<file path="config.mk">
export PLATFORM = sky130hd
export DESIGN_NAME = hamming_encode_correct_byte
export DESIGN_NICKNAME = d
export VERILOG_FILES = /design/src/sv/hec_pkg.sv /design/src/sv/hec_core.sv /design/src/sv/hamming_encode_correct_byte.sv
export SDC_FILE = /design/constraint.sdc
export NUM_CORES = 1
export LEC_CHECK = 0
export BUFFER_PORTS_ARGS = -buffer_cell sky130_fd_sc_hd__buf_2
export CAP_MARGIN = 20
export CELL_PAD_IN_SITES_DETAIL_PLACEMENT = 1
export CELL_PAD_IN_SITES_GLOBAL_PLACEMENT = 2
export CORE_ASPECT_RATIO = 0.75
export CORE_UTILIZATION = 39
export CTS_CLUSTER_DIAMETER = 80
export DETAILED_ROUTE_END_ITERATION = 6
export GPL_ROUTABILITY_DRIVEN = 1
export PLACE_DENSITY = 0.84
export SYNTH_ARGS = -nofsm -noshare
export SYNTH_HDL_FRONTEND = slang
export SYNTH_HIERARCHICAL = 1
export SYNTH_SLANG_ARGS = --single-unit
</file>
<file path="constraint.sdc">
create_clock -name clk -period 7.2 [get_ports clk]
set_input_delay 1.44 -clock clk [delete_from_list [all_inputs] [get_ports clk]]
set_output_delay 1.44 -clock clk [all_outputs]
set_load 0.02 [all_outputs]
</file>
<file path="src/sv/hec_pkg.sv">
// Shared types, constants and helper functions for the Hamming byte coder.
// No dependencies; every other file of the block imports this package.
`timescale 1ns / 1ps

package hec_pkg;

  localparam int BYTE_W         = 8;   // width of a data byte
  localparam int CODE_W         = 12;  // codeword positions carried on the ports
  localparam int LEN_W          = 4;   // width of a codeword length
  localparam int SYN_W          = 4;   // syndrome width, also most parity bits in use
  localparam int PCNT_W         = 3;   // width of the parity bit count
  localparam int DATA_BITS_DEF  = 8;   // default data bits taken from a byte

  typedef enum logic {
    OP_ENCODE = 1'b0,
    OP_CHECK  = 1'b1
  } opcode_t;

  typedef enum logic {
    PAR_ODD  = 1'b0,
    PAR_EVEN = 1'b1
  } parity_mode_t;

  typedef struct packed {
    logic [CODE_W-1:0] codeword;
    logic [LEN_W-1:0]  code_length;
    logic [PCNT_W-1:0] parity_count;
    logic              error_found;
    logic [SYN_W-1:0]  error_position;
    logic [BYTE_W-1:0] data;
  } result_t;

  // One-based codeword position of data bit j: the positions that are not powers of two.
  localparam logic [LEN_W-1:0] DATA_POS [BYTE_W] = '{
    4'd3, 4'd5, 4'd6, 4'd7, 4'd9, 4'd10, 4'd11, 4'd12
  };

  // Positions covered by parity group i: one-based index has bit i set.
  function automatic logic [CODE_W-1:0] group_mask(input int i);
    logic [CODE_W-1:0] m;
    m = '0;
    for (int k = 0; k < CODE_W; k++) begin
      m[k] = (((k + 1) >> i) & 1) != 0;
    end
    return m;
  endfunction

  // Least r with 2^r >= d + r + 1, for d data bits.
  function automatic logic [PCNT_W-1:0] parity_for_data(input logic [LEN_W-1:0] d);
    logic [PCNT_W-1:0] r;
    if (d == 4'd0) begin
      r = 3'd0;
    end else if (d == 4'd1) begin
      r = 3'd2;
    end else if (d <= 4'd4) begin
      r = 3'd3;
    end else begin
      r = 3'd4;
    end
    return r;
  endfunction

  // Least r with 2^r >= n + 1, for a codeword of n positions.
  function automatic logic [PCNT_W-1:0] parity_for_length(input logic [LEN_W-1:0] n);
    logic [PCNT_W-1:0] r;
    if (n == 4'd0) begin
      r = 3'd0;
    end else if (n == 4'd1) begin
      r = 3'd1;
    end else if (n <= 4'd3) begin
      r = 3'd2;
    end else if (n <= 4'd7) begin
      r = 3'd3;
    end else begin
      r = 3'd4;
    end
    return r;
  endfunction

endpackage

</file>
<file path="src/sv/hec_core.sv">
// Combinational encode and check-and-correct datapath of the Hamming byte coder.
// Depends on hec_pkg for widths, the data position table and group masks.
`timescale 1ns / 1ps

module hec_core #(
  parameter int DATA_BITS = hec_pkg::DATA_BITS_DEF
) (
  input  hec_pkg::opcode_t             op,
  input  hec_pkg::parity_mode_t        mode,
  input  logic [hec_pkg::BYTE_W-1:0]   data,
  input  logic [hec_pkg::CODE_W-1:0]   cw_in,
  input  logic [hec_pkg::LEN_W-1:0]    len_in,
  output hec_pkg::result_t             res
);
  import hec_pkg::*;

  logic [BYTE_W-1:0] data_m;
  logic [LEN_W-1:0]  enc_d;
  logic [PCNT_W-1:0] enc_r;
  logic [CODE_W-1:0] enc_raw;
  logic [CODE_W-1:0] enc_cw;
  logic [PCNT_W-1:0] chk_r;
  logic [CODE_W-1:0] used;
  logic [SYN_W-1:0]  syn;
  logic [CODE_W-1:0] cor;
  logic [BYTE_W-1:0] chk_data;
  logic              inv;

  always_comb begin
    // Even mode sets a parity bit on an odd group count; odd mode on an even one.
    inv = (mode == PAR_ODD);

    // Encode: size the code to the highest set data bit.
    data_m = '0;
    for (int j = 0; j < BYTE_W; j++) begin
      if (j < DATA_BITS) data_m[j] = data[j];
    end
    enc_d = '0;
    for (int j = 0; j < BYTE_W; j++) begin
      if (data_m[j]) enc_d = LEN_W'(j + 1);
    end
    enc_r = parity_for_data(enc_d);
    enc_raw = '0;
    for (int j = 0; j < BYTE_W; j++) begin
      enc_raw[DATA_POS[j] - 4'd1] = data_m[j];
    end
    // Data bits above the top set bit are zero, so groups need no length mask.
    enc_cw = enc_raw;
    for (int i = 0; i < SYN_W; i++) begin
      if (PCNT_W'(i) < enc_r) enc_cw[(1 << i) - 1] = (^(enc_raw & group_mask(i))) ^ inv;
    end

    // Check: syndrome over the used positions, then correct a single bit.
    chk_r = parity_for_length(len_in);
    for (int k = 0; k < CODE_W; k++) begin
      used[k] = k < int'(len_in);
    end
    for (int i = 0; i < SYN_W; i++) begin
      syn[i] = (PCNT_W'(i) < chk_r) && (((^(cw_in & used & group_mask(i))) ^ inv) != 1'b0);
    end
    cor = cw_in;
    if (syn != '0 && syn <= SYN_W'(CODE_W)) begin
      cor[syn - 4'd1] = ~cw_in[syn - 4'd1];
    end
    chk_data = '0;
    for (int j = 0; j < BYTE_W; j++) begin
      if (j < DATA_BITS) chk_data[j] = cor[DATA_POS[j] - 4'd1];
    end

    if (op == OP_ENCODE) begin
      res.codeword       = enc_cw;
      res.code_length    = enc_d + LEN_W'(enc_r);
      res.parity_count   = enc_r;
      res.error_found    = 1'b0;
      res.error_position = '0;
      res.data           = data_m;
    end else begin
      res.codeword       = cor;
      res.code_length    = len_in;
      res.parity_count   = chk_r;
      res.error_found    = (syn != '0);
      res.error_position = syn;
      res.data           = chk_data;
    end
  end

endmodule

</file>
<file path="src/sv/hamming_encode_correct_byte.sv">
// Top level of the Hamming byte coder: input register, datapath, result register.
// Depends on hec_pkg and hec_core.
`timescale 1ns / 1ps

// Hamming single-error-correcting coder for one byte. A command beat is taken
// on every clock edge where start is high; busy never rises, so one beat per
// cycle is sustained. Each command passes the input register, then its result
// from the combinational datapath is held in the result register; that result
// is shown on the out_ ports for a single cycle marked by out_valid. The
// receiver cannot hold results off, so it must take every out_valid beat.
// Opcode OP_ENCODE sizes the code to the byte's highest set bit and returns
// the codeword with its length and parity count; OP_CHECK recomputes the
// parity groups over the given length, reports the syndrome, flips the
// addressed bit when it lies inside the 12-bit codeword and extracts the data.
// The parity sense (even after reset) is set through the cfg_ port, which is
// always ready; write it only while no command is in flight.
module hamming_encode_correct_byte #(
  parameter int DATA_BITS = hec_pkg::DATA_BITS_DEF  // data bits used, 1 to 8
) (
  input  logic                         clk,
  input  logic                         rst_n,
  // Command channel.
  input  logic                         start,
  output logic                         busy,
  input  logic                         in_opcode,
  input  logic [hec_pkg::BYTE_W-1:0]   in_data_byte,
  input  logic [hec_pkg::CODE_W-1:0]   in_codeword_in,
  input  logic [hec_pkg::LEN_W-1:0]    in_code_length_in,
  // Result channel.
  output logic                         out_valid,
  output logic [hec_pkg::CODE_W-1:0]   out_codeword_out,
  output logic [hec_pkg::LEN_W-1:0]    out_code_length,
  output logic [hec_pkg::PCNT_W-1:0]   out_parity_count,
  output logic                         out_error_found,
  output logic [hec_pkg::SYN_W-1:0]    out_error_position,
  output logic [hec_pkg::BYTE_W-1:0]   out_data_out,
  // Configuration channel.
  input  logic                         cfg_valid,
  output logic                         cfg_ready,
  input  logic                         cfg_parity_mode
);
  import hec_pkg::*;

  // Control state.
  logic         in_valid_r;
  logic         out_valid_r;
  parity_mode_t mode_r;
  parity_mode_t mode_nxt;

  // Input register payload.
  opcode_t           op_r;
  logic [BYTE_W-1:0] data_r;
  logic [CODE_W-1:0] cw_r;
  logic [LEN_W-1:0]  len_r;

  // Result register payload.
  result_t res;
  result_t res_r;

  logic accept;

  // The pipeline never backs up, so the command side is always open.
  assign busy      = 1'b0;
  assign cfg_ready = 1'b1;
  assign accept    = start && !busy;

  always_comb begin
    mode_nxt = mode_r;
    if (cfg_valid && cfg_ready) begin
      mode_nxt = parity_mode_t'(cfg_parity_mode);
    end
  end

  always_ff @(posedge clk) begin
    if (!rst_n) begin
      in_valid_r  <= 1'b0;
      out_valid_r <= 1'b0;
      mode_r      <= PAR_EVEN;
    end else begin
      in_valid_r  <= accept;
      out_valid_r <= in_valid_r;
      mode_r      <= mode_nxt;
    end
  end

  // Payload registers capture every cycle a beat moves; they need no reset.
  always_ff @(posedge clk) begin
    if (accept) begin
      op_r   <= opcode_t'(in_opcode);
      data_r <= in_data_byte;
      cw_r   <= in_codeword_in;
      len_r  <= in_code_length_in;
    end
    if (in_valid_r) begin
      res_r <= res;
    end
  end

  hec_core #(
    .DATA_BITS (DATA_BITS)
  ) u_hec_core (
    .op     (op_r),
    .mode   (mode_r),
    .data   (data_r),
    .cw_in  (cw_r),
    .len_in (len_r),
    .res    (res)
  );

  assign out_valid          = out_valid_r;
  assign out_codeword_out   = res_r.codeword;
  assign out_code_length    = res_r.code_length;
  assign out_parity_count   = res_r.parity_count;
  assign out_error_found    = res_r.error_found;
  assign out_error_position = res_r.error_position;
  assign out_data_out       = res_r.data;

endmodule

</file>
==> impl_metrics.tcl, run 1 <==
set metrics [dict create \
    ys_async_sr_fraction_pct 0 \
    netlist.area_leader.share_pct 50.39 \
    gp_congestion 0.8495 \
    outcome "finished clean" \
    whs_ns 0.4620 \
    die_width_um 109.8 \
    ys_seq_area_share_pct 52.15 \
    startpoint "len_r[2]" \
    synth_area_leader_cell "edfxtp_1" \
    crit_path_start_kind "register" \
    ff2ff_path_depth 11 \
    port-buffer-count 62 \
    fill_cells 927 \
    met2_usage_pct 27.44 \
    hp-start "in_valid_r" \
    path_clk_slew_ns 0.05 \
    vdd_drop_max_mv 0.2146 \
    cts_tree "yes" \
    die_y_um 82.83 \
    synth_area_leaders "edfxtp_1 (50%), xnor2_1 (5.2%), ha_1 (3.3%), a21oi_1 (3.1%), buf_4 (2.4%)" \
    area_growth_pct 17.97 \
    power_density_mw_per_mm2 329.5 \
    dieArea_mm2 0.009091 \
    grt_use_total_pct 18.93 \
    pwr-share-clk_pct 30.8 \
    min_period_over_period_pct 58.34 \
    p_int_mw 0.8779 \
    crit_cells 11 \
    root_buffer "clkbuf_16" \
    syn_inst 295 \
    fin_crit_ns 4.201 \
    drc_errors 0 \
    cap_violations 0 \
    max_stage_delay_ns 0.65 \
    num_antenna_cells 0 \
    path_max_fanout 16 \
    max_freq_ghz 0.2381 \
    crit_path_top_delay_cell "edfxtp_1" \
    final_cells 459 \
    ys.flop_type "edfxtp_1" \
    cts_max_level 3 \
    switchingPower_mw 0.4425 \
    cts-resized-gates 0 \
    hpwl_um 6105 \
    vias 2404 \
    min_path_cells 1 \
    synth_edf_count 57 \
    grt_start_max_net_pins 38 \
    globalRouteOverflowTotal 0 \
    worstPathArrival_ns 4.39 \
    seq_power_share_pct 34.9 \
    worstMarginPinSlew_ns 0.6525 \
    grt_pass1_vias 2374 \
    hold_viol_final 0 \
    relSlewSlack_pct 56.50 \
    first_pass_iters 4 \
    rsz0062_at_grt "false" \
    antenna_found_initial 0 \
    path_buf_inv 1 \
    syn_area_mm2 0.003397 \
    cts_buffers 9 \
    pre_cts_slack_ns 3.006 \
    syn_nets 335 \
    critPathKind "reg -> reg" \
    worstPathCellList "nand3_1 > a21oi_1 > xnor3_1 > xnor3_2 > nor2_2 > inv_1 > ha_1 > mux4_2 > mux2_2 > a2bb2oi_4 > a211o_1" \
    setup_ws_ns 2.999 \
    cp_data_required_time_ns 7.39 \
    r2r_slack_ns 3.00 \
    nNetsFinal 386 \
    insertion_delay_ns 0.33 \
    layout_commonest_cell "buf_2" \
    wl_per_cell_um 17.68 \
    worstReg2RegStart "len_r[2]" \
    min_path_type "reg -> reg" \
    setup_viol 0 \
    synthDistinctLibCells 57 \
    ys_warn_count 6 \
    cts.sinks 60 \
    avgSynthCellArea_um2 11.52 \
    vias_per_cell 5.237 \
    cts_buffer_depth 2 \
    grt-busiest-layer "met1" \
    drive_gt1_share_pct 25.64 \
    first_iter_violations 120 \
    synth-seq-cells 60 \
    power_frac_comb_pct 34.3 \
    skew_ns 0.005508 \
    slew_violations 0 \
    setup_tns_ns 0 \
    core_area_mm2 0.008454 \
    cts_setup_buffers 0 \
    crit_family "multiplexers" \
    cts_hold_buf 0 \
    met3_usage_pct 4.082 \
    dp_cells 443 \
    antenna_left 0 \
    critPathCaptureType "register" \
    met1_usage_pct 28.30 \
    layout_common_cells "buf_2 (62), edfxtp_1 (57), nor2_1 (22)" \
    routed_wirelength_um 8114 \
    power_leakage_nw 1.647 \
    grt_pass1_wl_um 12700 \
    start_util_pct 40.18 \
    power.share.switching_pct 33.51 \
    io_pins 65 \
    row_count 29 \
]
cell usage after synthesis (2+ instances only):
library cell,count
inv_1,14
nor4_1,2
edfxtp_1,57
o221ai_1,2
a21o_1,6
mux4_2,3
nand3_1,3
mux2_2,2
or2_2,3
nor2_1,22
a211o_1,4
xnor2_1,20
a21oi_1,21
nor2b_1,2
o211ai_1,3
a31oi_1,4
mux2i_1,4
ha_1,9
and2_1,5
and3_1,8
nor3_1,4
xor2_1,9
clkbuf_1,11
o21ai_0,12
conb_1,2
nand2_1,20
buf_4,11
dfxtp_1,3
state kept, by name (all words and copies together), names as in the netlist:
name                count
out_error_found         1
mode_r                  1
op_r                    1
out_valid               1
in_valid_r              1
out_error_position      4
out_code_length         4
out_parity_count        3
out_codeword_out       12
len_r                   4
out_data_out            8
data_r                  8
cw_r                   12
final cells by class:
type | count | area [um^2] | share of cell area (%)
Tap cell | 108 | 135.1 | 3.372
Clock buffer | 9 | 225.2 | 5.620
Inverter | 15 | 56.30 | 1.405
Timing Repair Buffer | 64 | 325.3 | 8.117
Multi-Input combinational cell | 196 | 1436 | 35.84
Sequential cell | 60 | 1772 | 44.21
Clock inverter | 7 | 57.56 | 1.436
power by group through the flow:
stage	sequential (mW)	combinational (mW)	clock, mW
3_3_place_gp	0.467	0.440	0
6_report	0.461	0.453	0.407
3_5_place_dp	0.469	0.452	0
2_1_floorplan	0.483	0.337	0
5_1_grt	0.466	0.496	0.428
4_1_cts	0.462	0.454	0.417
layer usage:
layer  vias to the layer above  wire length (um)
met5                         -                 0
met2                        86              3611
met3                         5               533
li1                       1168                 -
met1                      1145              3919
met4                         0                49
per-stage QoR:
stage / utilization (%) / cell area, um^2 / total power, mW
5_1_grt: 47.40 / 4008 / 1.390
3_5_place_dp: 44.06 / 3725 / 0.9205
2_1_floorplan: - / 3397 / 0.8199
6_report: 47.40 / 4008 / 1.320
3_3_place_gp: 44.06 / 3725 / 0.9073
4_1_cts: 47.40 / 4008 / 1.333
final timing paths:
check	to
setup / recovery	out_codeword_out[2]
hold reg to reg	out_valid
setup reg to reg	out_codeword_out[2]
hold / removal	out_valid
kinds of logic (layout without fill, tap and decap cells):
family / count (synthesis) / count (layout) / share of synthesized area (%)
AOI/OAI and AO/OA: 66 / 66 / 13.78
xor gates and xnor gates: 31 / 31 / 8.840
adders and majority gates: 11 / 11 / 4.199
buffers and inverters: 39 / 95 / 5.561
DFF: 60 / 60 / 52.15
muxes: 10 / 10 / 4.272
other: 2 / 2 / 0.2211
and+or+nand+nor: 76 / 76 / 10.98
(Power assumes the default switching activity.)
==> inputs of run 2 (changes only) <==
--- a/config.mk
+++ b/config.mk
@@ -10,11 +10,11 @@
 export CELL_PAD_IN_SITES_DETAIL_PLACEMENT = 1
 export CELL_PAD_IN_SITES_GLOBAL_PLACEMENT = 2
 export CORE_ASPECT_RATIO = 0.75
-export CORE_UTILIZATION = 39
+export CORE_UTILIZATION = 33
 export CTS_CLUSTER_DIAMETER = 80
 export DETAILED_ROUTE_END_ITERATION = 6
 export GPL_ROUTABILITY_DRIVEN = 1
-export PLACE_DENSITY = 0.84
+export PLACE_DENSITY = 0.76
 export SYNTH_ARGS = -nofsm -noshare
 export SYNTH_HDL_FRONTEND = slang
 export SYNTH_HIERARCHICAL = 1
==> constraint.sdc (replaced) <==
create_clock -name clk -period 3.37 [get_ports clk]
set_input_delay 0.674 -clock clk [delete_from_list [all_inputs] [get_ports clk]]
set_output_delay 0.674 -clock clk [all_outputs]
set_load 0.02 [all_outputs]
==> run 2 against run 1 <==
The flow now finishes with violations (negative setup slack); maximum frequency increased by 20%; setup slack worse by 3.1 ns; non-clock buffer count is 51 higher; core utilization fell by 0.85 points; register-to-register slack got worse by 3.1 ns; worst hold slack got worse by 0.00073 ns; largest power group is now combinational cells; design area is 14% higher; sequential power increased by 110%; wire length increased by 13%; first-iteration DRC count is 2.5% lower; clock skew rose by 0.0041 ns; cell count is 16% higher.
==> impl_metrics.tcl, run 2 (same netlist as run 1, synthesis figures left out) <==
set metrics [dict create \
    drc_errors 0 \
    antenna_found_initial 0 \
    area_growth_pct 34.48 \
    crit_path_start_kind "register" \
    globalRouteOverflowTotal 0 \
    cts.sinks 60 \
    first_pass_iters 4 \
    row_count 31 \
    setup_tns_ns -2.152 \
    power_leakage_nw 1.935 \
    power_frac_comb_pct 42.7 \
    slew_violations 0 \
    routed_wirelength_um 9184 \
    p_int_mw 2.112 \
    seq_power_share_pct 30.7 \
    cp_data_required_time_ns 3.46 \
    cap_violations 0 \
    setup_viol 18 \
    grt_start_max_net_pins 37 \
    port-buffer-count 62 \
    drive_gt1_share_pct 40.55 \
    antenna_left 0 \
    cts_max_level 3 \
    critPathCaptureType "register" \
    io_pins 65 \
    layout_common_cells "buf_2 (62), edfxtp_1 (57), buf_4 (49)" \
    cts_buffer_depth 2 \
    skew_ns 0.009604 \
    dieArea_mm2 0.01071 \
    critPathKind "reg -> reg" \
    insertion_delay_ns 0.34 \
    vias 2605 \
    relSlewSlack_pct 59.94 \
    die_y_um 89.87 \
    die_width_um 119.2 \
    dp_cells 495 \
    core_area_mm2 0.009813 \
    worstPathArrival_ns 3.60 \
    outcome "complete, but fails checks" \
    min_period_over_period_pct 104.3 \
    power_density_mw_per_mm2 695.4 \
    path_max_fanout 7 \
    cts_hold_buf 0 \
    final_cells 534 \
    violations "negative setup slack" \
    vdd_drop_max_mv 0.3358 \
    layout_commonest_cell "buf_2" \
    grt_pass1_wl_um 13780 \
    hold_viol_final 0 \
    fill_cells 1078 \
    worstMarginPinSlew_ns 0.6010 \
    first_iter_violations 117 \
    num_antenna_cells 0 \
    grt_pass1_vias 2503 \
    start_util_pct 34.62 \
    grt_use_total_pct 17.53 \
    fin_crit_ns 3.514 \
    root_buffer "clkbuf_16" \
    setup_ws_ns -0.1438 \
    rsz0062_at_grt "true" \
    hpwl_um 6593 \
    min_path_type "reg -> reg" \
    switchingPower_mw 1.064 \
    power.share.switching_pct 33.50 \
    pwr-share-clk_pct 26.6 \
    max_freq_ghz 0.2846 \
    cts_buffers 9 \
    path_clk_slew_ns 0.05 \
    vias_per_cell 4.878 \
    cts_tree "yes" \
    nNetsFinal 437 \
    gp_congestion 0.8521 \
    wl_per_cell_um 17.20 \
]
[run 2: changes by cell type in the layout (fill, tap and decap cells not counted), moves of 3 or more]
cell      previous run  this run
clkinv_1             5         1
clkbuf_1             0         3
buf_4                2        49
o21ai_0             12         9
buf_6                0         4
inv_1               14        11
[run 2: metal layers]
layer  global-route usage (%)  part of all wire, %  wire length (um)  vias to the layer above
li1                         -                    -                 -                     1259
met1                    23.49                   47              4354                     1265
met2                    26.55                   46              4261                       68
met3                    4.949                  4.3               395                       13
met4                    7.173                  1.9               172                        0
met5                        0                    0                 0                        -
[run 2: path summary, 6_finish.rpt]
kind              slack [ns]  depth (start not counted)        from         endpoint
hold reg to reg         0.46                          1  in_valid_r        out_valid
setup / recovery       -0.14                         12    len_r[1]  out_data_out[3]
setup reg to reg       -0.14                         12    len_r[1]  out_data_out[3]
hold / removal          0.46                          1  in_valid_r        out_valid
[run 2: per-stage QoR]
stage | hold WS (ns) | utilization, % | total power [mW] | setup WS, ns | cell area (um^2)
6_report | 0.4612 | 46.55 | 3.177 | -0.1438 | 4568
5_1_grt | 0.4858 | 46.55 | 3.336 | -0.2127 | 4568
3_5_place_dp | 0.4559 | 40.80 | 2.165 | -0.03963 | 4004
4_1_cts | 0.4675 | 43.94 | 3.067 | -0.06304 | 4312
3_3_place_gp | 0.4530 | 40.80 | 2.135 | 0.009861 | 4004
2_1_floorplan | 0.4343 | - | 1.797 | -0.04872 | 3450
[run 2: timing repair]
action	CTS	global route
endpoints found under the setup margin	16	20
pin swaps	5	16
gates resized for setup	2	27
setup buffers	3	21
[run 2: layout make-up]
type / instances / area, um^2 / area share (%)
clock buffer: 14 / 264.0 / 5.779
clock inverter: 2 / 10.01 / 0.2191
tap: 132 / 165.2 / 3.615
timing repair buffer: 115 / 723.2 / 15.83
multi-input combinational: 196 / 1568 / 34.32
inverter: 15 / 66.31 / 1.452
sequential: 60 / 1772 / 38.78
[run 2: power by group through the flow]
stage	clock network, mW	registers, mW	logic [mW]
2_1_floorplan	0	1.03	0.763
3_3_place_gp	0	0.988	1.15
3_5_place_dp	0	0.991	1.17
4_1_cts	0.866	0.977	1.22
5_1_grt	0.900	0.984	1.45
6_report	0.844	0.975	1.36
[run 2: worst max-delay path: stages (launching register included)]
cell	delay, ns
edfxtp_1	0.38
buf_4	0.18
nand3_2	0.08
a21oi_2	0.14
xnor3_1	0.38
xnor3_2	0.47
nor2_4	0.14
inv_4	0.06
ha_4	0.28
buf_4	0.11
mux4_2	0.55
a31o_1	0.21
mux2_4	0.27
==> inputs of run 3 (changes only) <==
--- a/config.mk
+++ b/config.mk
@@ -10,11 +10,11 @@
 export CELL_PAD_IN_SITES_DETAIL_PLACEMENT = 1
 export CELL_PAD_IN_SITES_GLOBAL_PLACEMENT = 2
 export CORE_ASPECT_RATIO = 0.75
-export CORE_UTILIZATION = 33
+export CORE_UTILIZATION = 36
 export CTS_CLUSTER_DIAMETER = 80
 export DETAILED_ROUTE_END_ITERATION = 6
 export GPL_ROUTABILITY_DRIVEN = 1
-export PLACE_DENSITY = 0.76
+export PLACE_DENSITY = 0.78
 export SYNTH_ARGS = -nofsm -noshare
 export SYNTH_HDL_FRONTEND = slang
 export SYNTH_HIERARCHICAL = 1
==> constraint.sdc (replaced) <==
create_clock -name clk -period 3.5 [get_ports clk]
set_input_delay 0.7 -clock clk [delete_from_list [all_inputs] [get_ports clk]]
set_output_delay 0.7 -clock clk [all_outputs]
set_load 0.02 [all_outputs]
==> run 3 against run 2 <==
The flow now finishes without violations; die area shrank 8.2%; clock power down 7.1%; register-to-register slack gained 0.15 ns; non-clock buffer count down 24; critical path depth did not move; first-iteration DRC count rose by 21%; global-route usage up 2.0 points; flip-flop and latch count is the same; critical endpoint is now out_codeword_out[2]; core utilization rose by 0.99 points; power decreased by 9.2%.
==> impl_metrics.tcl, run 3 (same netlist as run 1, synthesis figures left out) <==
set metrics [dict create \
    outcome "finished clean" \
    path_clk_slew_ns 0.05 \
    wl_per_cell_um 17.77 \
    power_density_mw_per_mm2 664.8 \
    whs_ns 0.4683 \
    pre_cts_slack_ns -0.07156 \
    fill_cells 1010 \
    critPathCaptureType "register" \
    layout_common_cells "buf_2 (62), edfxtp_1 (57), buf_4 (25)" \
    multi_input_area_mm2 0.001538 \
    max_freq_ghz 0.2864 \
    first_pass_iters 4 \
    slew_violations 0 \
    path_max_fanout 8 \
    cts_buffers 9 \
    dieArea_mm2 0.009832 \
    die_width_um 114.2 \
    io_pins 65 \
    cp_data_required_time_ns 3.69 \
    vias 2508 \
    cap_violations 0 \
    worstMarginPinSlew_ns 0.5739 \
    grt_pass1_wl_um 14040 \
    start_util_pct 37.24 \
    setup_tns_ns 0 \
    cts_buffer_depth 2 \
    hold_viol_final 0 \
    num_antenna_cells 0 \
    worstPathArrival_ns 3.68 \
    vdd_drop_max_mv 0.4079 \
    setup_viol 0 \
    fin_area_mm2 0.004337 \
    first_iter_violations 142 \
    insertion_delay_ns 0.33 \
    port-buffer-count 62 \
    critPathKind "reg -> reg" \
    min_period_over_period_pct 99.78 \
    core_area_mm2 0.009121 \
    globalRouteOverflowTotal 0 \
    routed_wirelength_um 8992 \
    power_mw 2.883 \
    cts_max_level 3 \
    area_growth_pct 27.66 \
    rsz0062_at_grt "true" \
    drive_gt1_share_pct 35.45 \
    antenna_left 0 \
    grt_use_total_pct 19.52 \
    regArea_mm2 0.001772 \
    setup_ws_ns 0.007790 \
    gp_congestion 0.8531 \
    nNetsFinal 413 \
    hpwl_um 6449 \
    die_y_um 86.13 \
    layout_commonest_cell "buf_2" \
    relSlewSlack_pct 61.74 \
    fin_crit_ns 3.492 \
    vias_per_cell 4.957 \
    root_buffer "clkbuf_16" \
    drc_errors 0 \
    crit_path_start_kind "register" \
    min_path_type "reg -> reg" \
    grt_start_max_net_pins 37 \
    row_count 30 \
    antenna_found_initial 0 \
    cts_tree "yes" \
    skew_ns 0.004803 \
    placed_area_mm2 0.003876 \
    grt_pass1_vias 2587 \
    cts.sinks 60 \
    power_leakage_nw 1.805 \
]
-- run 3: cell types whose count changed in the layout (fill, tap and decap cells not counted), sizes merged --
cell / previous run / this run
clkinv: 3 / 4
buf: 115 / 91
clkbuf: 14 / 13
-- run 3: worst max-delay path, stage by stage (launching register included) --
cell and delay [ns]:
edfxtp_1 0.41, buf_6 0.16, o21ai_4 0.14, a21oi_2 0.07
xnor3_2 0.38, xnor3_2 0.43, nor2_4 0.13, inv_4 0.07
ha_4 0.29, mux4_2 0.52, mux2_4 0.30, a2bb2oi_4 0.24
a211o_1 0.20
-- run 3: final timing paths --
path	startpoint	to	slack, ns	cells after the start
hold / removal	in_valid_r	out_valid	0.47	1
setup / recovery	len_r[0]	out_codeword_out[2]	0.008	12
setup reg to reg	len_r[0]	out_codeword_out[2]	0.008	12
hold reg to reg	in_valid_r	out_valid	0.47	1
-- run 3: cell type report --
cell class | count | area share, %
Multi-Input combinational cell | 196 | 35.46
Clock buffer | 13 | 5.770
Timing Repair Buffer | 91 | 12.52
Sequential cell | 60 | 40.85
Tap cell | 128 | 3.693
Clock inverter | 3 | 0.3462
Inverter | 15 | 1.356
-- run 3: stage by stage --
stage          instances  utilization (%)
4_1_cts              501            46.23
3_5_place_dp         477            42.50
3_3_place_gp         477            42.50
2_1_floorplan        295                -
5_1_grt              506            47.54
6_report             506            47.54
-- run 3: where the power goes --
group	internal (mW)	switching [mW]	leakage [nW]
clock network	0.494	0.290	0.133
logic	0.521	0.639	1.11
registers	0.891	0.0484	0.564
-- run 3: timing repair --
item,in CTS,in global routing
hold buffers,0,0
pin swaps,8,15
setup buffers,8,5
setup endpoints to repair,13,20
resized for setup,5,20
gates cloned,0,0
-- run 3: routing by layer --
layer | vias to the layer above | GRT usage, % | wire (um) | part of all wire (%)
met3 | 8 | 4.594 | 361 | 4.0
met1 | 1226 | 26.90 | 4354 | 48
met4 | 0 | 5.667 | 98 | 1.1
met5 | - | 0 | 0 | 0
met2 | 61 | 30.69 | 4177 | 46
li1 | 1213 | - | - | -
